--- src/hw/rtl/bdtw_pkg.sv ---
// shared constants, types and controller/datapath command bundles for the dtw matcher
// used by all modules of banded_dtw_gesture_match
package bdtw_pkg;
   localparam int MAX_FRAMES = 64;
   localparam int FEATURES   = 15;
   localparam int FRAME_W    = 6;
   localparam int FEAT_W     = 4;
   localparam int ADDR_W     = 10;
   localparam int STORE_DEPTH = MAX_FRAMES * FEATURES;
   localparam logic [31:0] SAT_MAX = 32'hFFFF_FFFF;

   localparam logic [1:0] CSR_TEMPLATE_LENGTH = 2'd0;
   localparam logic [1:0] CSR_BAND_WIDTH      = 2'd1;
   localparam logic [1:0] CSR_MATCH_THRESHOLD = 2'd2;

   localparam logic REQ_TEMPLATE = 1'b0;
   localparam logic REQ_QUERY    = 1'b1;

   // controller to datapath, one cell at a time
   typedef struct packed {
      logic                  clear_acc;   // start a new cost accumulation
      logic                  rd_en;       // read one feature pair
      logic [FRAME_W-1:0]    t_frame;
      logic [FRAME_W-1:0]    q_frame;
      logic [FEAT_W-1:0]     feat;
      logic                  acc_en;      // add the read pair into the sum
      logic                  sqrt_start;
      logic                  cell_en;     // write the finished cell
      logic [FRAME_W-1:0]    cell_i;
      logic                  col_sel;     // which column is current
      logic                  cell_kind_origin;
      logic                  cell_kind_edge_col; // first query column (j=0)
      logic                  cell_kind_edge_row; // i=0 cell of a later column
      logic                  cell_in_band;
      logic                  capture_result;
   } bdtw_cmd_type;

   typedef struct packed {
      logic sqrt_busy;
      logic sqrt_done;
   } bdtw_sts_type;

   function automatic logic [31:0] sat_add(input logic [31:0] a, input logic [31:0] b);
      logic [32:0] s;
      s = {1'b0, a} + {1'b0, b};
      return s[32] ? SAT_MAX : s[31:0];
   endfunction
endpackage

--- src/hw/rtl/bdtw_ctrl.sv ---
// sequencer that walks the whole grid cell by cell and drives the datapath
// depends on bdtw_pkg
module bdtw_ctrl import bdtw_pkg::*; (
   input  logic               clock,
   input  logic               reset,
   input  logic               start,
   input  logic [6:0]         m_len,
   input  logic [6:0]         n_len,
   input  logic [6:0]         band_r,
   input  bdtw_sts_type       sts,
   input  logic               out_free,
   output bdtw_cmd_type       cmd,
   output logic               busy,
   output logic               result_valid
);
   typedef enum logic [6:0] {
      ST_IDLE  = 7'b0000001,
      ST_READ  = 7'b0000010,
      ST_ACC   = 7'b0000100,
      ST_ROOT  = 7'b0001000,
      ST_WAIT  = 7'b0010000,
      ST_CELL  = 7'b0100000,
      ST_DONE  = 7'b1000000
   } state_type;

   state_type state_ff, state_in;
   logic [FRAME_W-1:0] i_ff, i_in, j_ff, j_in;
   logic [FEAT_W-1:0]  f_ff, f_in;
   logic               col_ff, col_in;
   logic               res_ff, res_in;
   logic [7:0]         lo, hi;
   logic               in_band;
   logic               cell_origin, cell_col0, cell_row0;

   assign cell_origin = (i_ff == '0) && (j_ff == '0);
   assign cell_col0   = (j_ff == '0) && (i_ff != '0);
   assign cell_row0   = (i_ff == '0) && (j_ff != '0);
   assign lo = ({2'b0, j_ff} <= {1'b0, band_r}) ? 8'd0 : ({2'b0, j_ff} - {1'b0, band_r});
   assign hi = {2'b0, j_ff} + {1'b0, band_r};
   always_comb begin
      if (cell_origin) in_band = 1'b1;
      else if (cell_col0 || cell_row0)
         in_band = ({2'b0, i_ff} + {2'b0, j_ff}) <= {1'b0, band_r};
      else in_band = ({2'b0, i_ff} >= lo) && ({2'b0, i_ff} <= hi);
   end

   always_comb begin
      state_in = state_ff; i_in = i_ff; j_in = j_ff; f_in = f_ff;
      col_in = col_ff; res_in = res_ff;
      cmd = '0;
      cmd.t_frame = i_ff; cmd.q_frame = j_ff; cmd.feat = f_ff;
      cmd.cell_i = i_ff; cmd.col_sel = col_ff;
      cmd.cell_kind_origin = cell_origin;
      cmd.cell_kind_edge_col = cell_col0;
      cmd.cell_kind_edge_row = cell_row0;
      cmd.cell_in_band = in_band;
      if (out_free) res_in = 1'b0;
      unique case (state_ff)
         ST_IDLE: begin
            if (start) begin
               i_in = '0; j_in = '0; f_in = '0; col_in = 1'b0;
               state_in = ST_READ;
            end
         end
         ST_READ: begin
            cmd.clear_acc = (f_ff == '0);
            cmd.rd_en = 1'b1;
            state_in = ST_ACC;
         end
         ST_ACC: begin
            cmd.acc_en = 1'b1;
            if (f_ff == FEAT_W'(FEATURES - 1)) begin
               f_in = '0; state_in = ST_ROOT;
            end else begin
               f_in = f_ff + FEAT_W'(1);
               cmd.rd_en = 1'b1;
               cmd.feat = f_ff + FEAT_W'(1);
               state_in = ST_ACC;
            end
         end
         ST_ROOT: begin
            cmd.sqrt_start = 1'b1;
            state_in = ST_WAIT;
         end
         ST_WAIT: begin
            if (sts.sqrt_done) state_in = ST_CELL;
         end
         ST_CELL: begin
            cmd.cell_en = 1'b1;
            if ({1'b0, i_ff} == m_len - 7'd1) begin
               i_in = '0;
               if ({1'b0, j_ff} == n_len - 7'd1) state_in = ST_DONE;
               else begin
                  j_in = j_ff + FRAME_W'(1); col_in = ~col_ff; state_in = ST_READ;
               end
            end else begin
               i_in = i_ff + FRAME_W'(1); state_in = ST_READ;
            end
         end
         ST_DONE: begin
            if (!res_ff || out_free) begin
               cmd.capture_result = 1'b1; res_in = 1'b1; state_in = ST_IDLE;
            end
         end
         default: state_in = ST_IDLE;
      endcase
   end

   always_ff @(posedge clock) begin
      i_ff <= i_in; j_ff <= j_in; f_ff <= f_in; col_ff <= col_in;
      if (reset) begin
         state_ff <= ST_IDLE; res_ff <= 1'b0;
      end else begin
         state_ff <= state_in; res_ff <= res_in;
      end
   end

   assign busy = state_ff != ST_IDLE;
   assign result_valid = res_ff;
endmodule

--- config.mk ---
export PLATFORM = sky130hd
export DESIGN_NAME = bdtw_ctrl
export DESIGN_NICKNAME = d
export VERILOG_FILES = /design/src/hw/rtl/bdtw_pkg.sv /design/src/hw/rtl/bdtw_ctrl.sv
export SDC_FILE = /design/constraint.sdc
export NUM_CORES = 1
export LEC_CHECK = 0
export BUFFER_PORTS_ARGS = -buffer_cell sky130_fd_sc_hd__buf_2
export CAP_MARGIN = 25
export CORE_UTILIZATION = 50
export DETAILED_ROUTE_END_ITERATION = 12
export PLACE_DENSITY = 0.74
export SETUP_SLACK_MARGIN = 0.3
export SLEW_MARGIN = 10
export SYNTH_ARGS = -nofsm -noshare
export SYNTH_HDL_FRONTEND = slang
export SYNTH_SLANG_ARGS = --single-unit
--- constraint.sdc ---
create_clock -name clock -period 4.8 [get_ports clock]
set_input_delay 0.48 -clock clock [delete_from_list [all_inputs] [get_ports clock]]
set_output_delay 0.48 -clock clock [all_outputs]
set_load 0.005 [all_outputs]
Yosys cells after proc, flatten, opt, wreduce, memory -nomap -nowiden
Index checks and enable logic that the tools add are counted.

word-level totals
  register bits after elaboration = 25
  bits of input ports = 27
  output and inout bits = 35
  word-level logic and storage cells = 88

cells by class
  add/sub/neg operators = 8
  magnitude comparators = 4
  eq/ne operators = 16
  multiplexer cells = 35
  bitwise operators = 1
  reduce and logical (&&, ||, !) cells = 18

operators by type and width
  kind                   number
  $pmux W7 S7            1
  $mux W7                5
  $mux W6                4
  $pmux W6 S2            2
  $mux W4                4
  $eq A6 B7 Y1           2
  $mux W1                14
  $sub A7 B1 Y7 const B  2
  $add A6 B1 Y6 const B  2
  $logic_not A6 Y1       2
  $reduce_bool A6 Y1     2
  $ne A2 B2 Y1 const B   5
  $add A6 B7 Y8          1
  $ge A6 B8 Y1           1
  $le A6 B8 Y1           1
  $mux W8                1
  $pmux W4 S2            1
  $sub A6 B7 Y8          1
  $add A6 B6 Y7          1
  $eq A7 B1 Y1 const B   1
  $eq A7 B2 Y1 const B   1
  $eq A7 B3 Y1 const B   1
  $eq A7 B4 Y1 const B   1
  $eq A7 B5 Y1 const B   1
  18 further kinds       25

Logic depth before layout (Yosys ltp)
  depth after elaboration = 6
  gate-level depth with buffers = 17
  depth with buffers taken out = 16

Worst setup path after synthesis
OpenSTA, ideal clock, no wires.

  path type = flip-flop to output port
  from = register j_ff[0]
  to = output port cmd[1] in the netlist's numbering
  arrival time = 3.299 ns
  data required time = 4.320 ns
  path slack = 1.021 ns
  stages on the path, launching flop included = 18
  path buffers = 1
  cells stage by stage = edfxtp_1 > inv_1 > ha_1 > inv_1 > fa_1 > a21o_1 > a21oi_1 > o21bai_1 > a21oi_1 > a311oi_1 > and2_1 > ha_1 > nand2b_1 > a2111oi_0 > o21ai_0 > o41ai_1 > o221ai_1 > buf_4

on the way
  word-level cells in the longest chain between the ends = 6
  elaborated cells on any way between the ends = 17
  classes of those cells = 3 x add/sub; 4 x order compare; 3 x mux; 7 x reduce/logical

RTL lines
  element                                               RTL line          RTL
  start, declared                                       bdtw_ctrl.sv:27   logic [FRAME_W-1:0] i_ff, i_in, j_ff, j_in;
  start signal, assigned                                bdtw_ctrl.sv:110  i_ff <= i_in; j_ff <= j_in; f_ff <= f_in; col_ff <= col_in;
  $sub A6 B7 Y8 / $le A6 B7 Y1 (equally long branches)  bdtw_ctrl.sv:38   assign lo = ({2'b0, j_ff} <= {1'b0, band_r}) ? 8'd0 : ({2'b0, j_ff} - {1'b0, band_r});
  $mux W8                                               bdtw_ctrl.sv:38
  $ge A6 B8 Y1                                          bdtw_ctrl.sv:44   else in_band = ({2'b0, i_ff} >= lo) && ({2'b0, i_ff} <= hi);
  $logic_and A1 B1 Y1                                   bdtw_ctrl.sv:44
  $mux W1                                               bdtw_ctrl.sv:42   else if (cell_col0 || cell_row0)
  $mux W1 *                                             bdtw_ctrl.sv:41   if (cell_origin) in_band = 1'b1;
  end, declared                                         bdtw_ctrl.sv:12   output bdtw_cmd_type cmd,

Every way passes the cells marked *; elsewhere a longest branch is shown, timed or not.

==> metrics.md <==
| Metric | Value |
|---|---|
| Result of the run | finished clean |
| Starting Density | 0.5176 |
| Worst VDD drop | 0.1852 mV |
| CP endpoint kind | output pin |
| # placed instances | 479 |
| Number of nets in the layout | 492 |
| Vias per Instance | 5.569 |
| Number of flops mapped to enable cells by yosys | 17 |
| R2R setup slack | 2.26 ns |
| Number of DRC markers in iteration 0 | 97 |
| Max-slew violations | 0 |
| Crit-path max cell delay | 0.47 ns |
| Crit-path cells | inv_1, ha_1, inv_1, fa_1, a21o_1, a21oi_2, o21bai_1, a21oi_1, a311oi_1, buf_4, and2_1, ha_1, nand2b_1, a2111oi_2, o21ai_0, o41ai_1, o221ai_1, buf_2 |
| Synth cell types | 56 |
| Skew final | 0.004208 ns |
| Die ar. | 6410 µm² |
| FFs w/ async S/R, synth | 0 |
| Max-Cap Viols | 0 |
| IO buf count | 60 |
| CTS Buffer Depth | 2 |
| CTS root buffer | clkbuf_8 |
| Finished Layout Cells | 487 |
| Syn Std Cell Area | 3047 µm² |
| Required @ worst endpoint | 4.32 ns |
| Hold endpoint | state_ff[6] |
| Syn Area/Cell | 8.416 µm² |
| Slew Limit Headroom | 0.5196 |
| Commonest non-fill, non-tap cell in the layout | buf_2 |
| Final setup violation count | 0 |
| CTS clk-pin slew, worst paths | 0.08 ns |
| Core Region | 5886 µm² |
| Drt first pass iters | 4 |
| GP Congestion | 0.8240 |
| Worst Setup SP | j_ff[0] |
| Clk_lat worst skew | 0.26 ns |
| HP Class | input pin to flip-flop |
| Share of post-route cells with drive strength above 1 | 0.1917 |
| Area grow syn2layout | 12.16% |
| Total negative slack | 0 ns |
| Total grt overflow | 0 |
| Seq/Total Area, Yosys | 0.2201 |
| Initial antenna violation count | 0 |
| Final period utilization | 0.8991 |
| Min-delay src | reset |
| Total vias in the final route | 2712 |
| Worst slew pin tran | 0.7163 ns |
| RSZ-0062 raised after global routing | false |
| Reg2reg start | j_ff[2] |
| Routed len/inst | 14.28 µm |
| Min cycle time layout | 4.315 ns |
| TritonCTS clock tree | built |
| Area of the multi-input gates | 2123 µm² |
| Total Power | 0.001295 W |
| Post-place instance area | 3332 µm² |
| I/O pin total | 62 |
| N_diodes | 0 |
| Slowest CP cell | edfxtp_1 |
| Remaining DRCs | 0 |
| Storage cell area | 670.6 µm² |
| Final Hold Viols | 0 |
| Most frequent cells in the layout | buf_2 (60), ha_1 (49), nor2_1 (37), inv_1 (35), xnor2_1 (27) |
| Hold Path Depth | 2 |
| Chip Height | 80.06 µm |
| #FFs+latches synth | 25 |
| Fillers | 578 |
| Reg2reg end | j_ff[1] |
| Pleak | 1.586 nW |
| Worst-path maximum fanout | 6 |
| ANT nets after route | 0 |
| Vias in the first global route | 2550 |
| Routed wire length | 6.953 mm |
| Critical path class | flip-flop to output pin |
| Final HPWL DP | 5.443 mm |
| First-pass GRT wire length | 11.36 mm |
| Worst setup SP type | flip-flop |
| Number of cell rows | 28 |
| Critical Path AT | 3.84 ns |
| Overall routing resource usage | 0.2258 |
| Post-route cell area | 3417 µm² |
| Worst reg-to-reg path cell count | 7 |
| H-Tree Depth | 1 |
| Sink Count | 25 |
| Max frequency | 0.2317 GHz |
| Synthesized net count | 441 |
| Die Wd | 80.06 µm |
| Cts hold-fix bufs | 0 |
| Largest net degree at the start of global routing | 14 |
| Cells after Synth | 362 |
| Power density of the placed cells | 379.0 nW/µm² |
| Clock buffer count from CTS | 3 |
| Yosys warning count | 0 |
| Hold Slack | 0.4789 ns |
| Synth Flop Type | edfxtp_1 |
-- cell families (layout without fill, tap and decap cells) --
group,Yosys count,in the layout,share of synthesized area
AO/OA/AOI/OAI,65,65,0.1376
XOR/XNOR,40,40,0.1150
adder cells (fa/ha/maj),52,52,0.2209
buffers and inverters,56,106,0.08624
flip-flops,25,25,0.2201
AND/OR/NAND/NOR,124,124,0.2201
-- per-layer routing --
layer,wire length (µm),vias up,track usage
li1,-,1357,-
met1,3292,1288,0.3051
met2,3416,61,0.3906
met3,182,6,0.01364
met4,62,0,0.05714
met5,0,-,0
-- cell type report --
cell class,count,share of cell area
clock buffer,4,0.01318
inverter,35,0.03845
sequential,25,0.1963
tap,75,0.02746
multi-input combinational,281,0.6214
timing repair buffer,67,0.1033
-- flip-flops by register name, summed over array words and instances (netlist names) --
name and count:
col_ff 1, f_ff 4, i_ff 6, j_ff 6, result_valid 1, state_ff 7
-- Yosys cell counts, types with 3 or more instances --
master	n	area [µm²]
dfxtp_1	8	160.2
nor3_1	9	45.04
a21oi_1	19	95.09
buf_4	11	82.58
edfxtp_1	17	510.5
nand3_1	12	60.06
a31oi_1	4	25.02
o21ai_0	11	55.05
clkbuf_1	6	22.52
o21bai_1	3	22.52
a21o_1	4	30.03
nand2b_1	8	50.05
xor2_1	13	113.9
nand2_1	19	71.32
o21a_1	3	22.52
buf_2	3	15.01
ha_1	49	613.1
nor4b_1	3	26.28
nor2b_1	5	31.28
nor2_1	37	138.9
inv_1	35	131.4
fa_1	3	60.06
xnor2_1	27	236.5
a2111oi_0	3	26.28
or4_1	3	22.52
nand3b_1	3	22.52
nand4_1	5	31.28
-- where the power goes --
part	switching, W	internal (W)	total (W)
Clock	0.0000623	0.0000593	0.000122
Combinational	0.000416	0.000376	0.000792
Sequential	0.0000964	0.000285	0.000382
-- metrics by stage --
| stage | setup WS [ns] | utilization |
|---|---|---|
| 6_report | 0.4845 | 0.5806 |
| 5_1_grt | 0.2272 | 0.5806 |
| 4_1_cts | 0.3331 | 0.5738 |
| 3_5_place_dp | 0.6468 | 0.5661 |
| 3_3_place_gp | 0.6885 | 0.5661 |
| 2_1_floorplan | 1.021 | - |
-- how the worst max path moves through the flow --
| stage | end | slack [ns] | cells past startpoint |
|---|---|---|---|
| finish | cmd[1] | 0.48 | 18 |
| global route | cmd[1] | 0.23 | 18 |
| CTS | cmd[1] | 0.33 | 18 |
| detailed placement | cmd[1] | 0.65 | 18 |
| global placement | cmd[1] | 0.69 | 18 |
| floorplan | cmd[1] | 1.02 | 17 |
-- worst max-delay path: cells and delay by family, from the launching register on --
kind | cells | cell delay (ns)
compound gates | 9 | 1.47
buf+inv | 4 | 0.50
simple gates | 2 | 0.32
fa+ha+maj | 3 | 0.82
flops | 1 | 0.47
-- repair_timing --
item	CTS	global route
gates resized for setup	0	3
setup buffers	0	4
endpoints found under the setup margin	0	1
No activity file was read; power rests on OpenSTA's default activity.
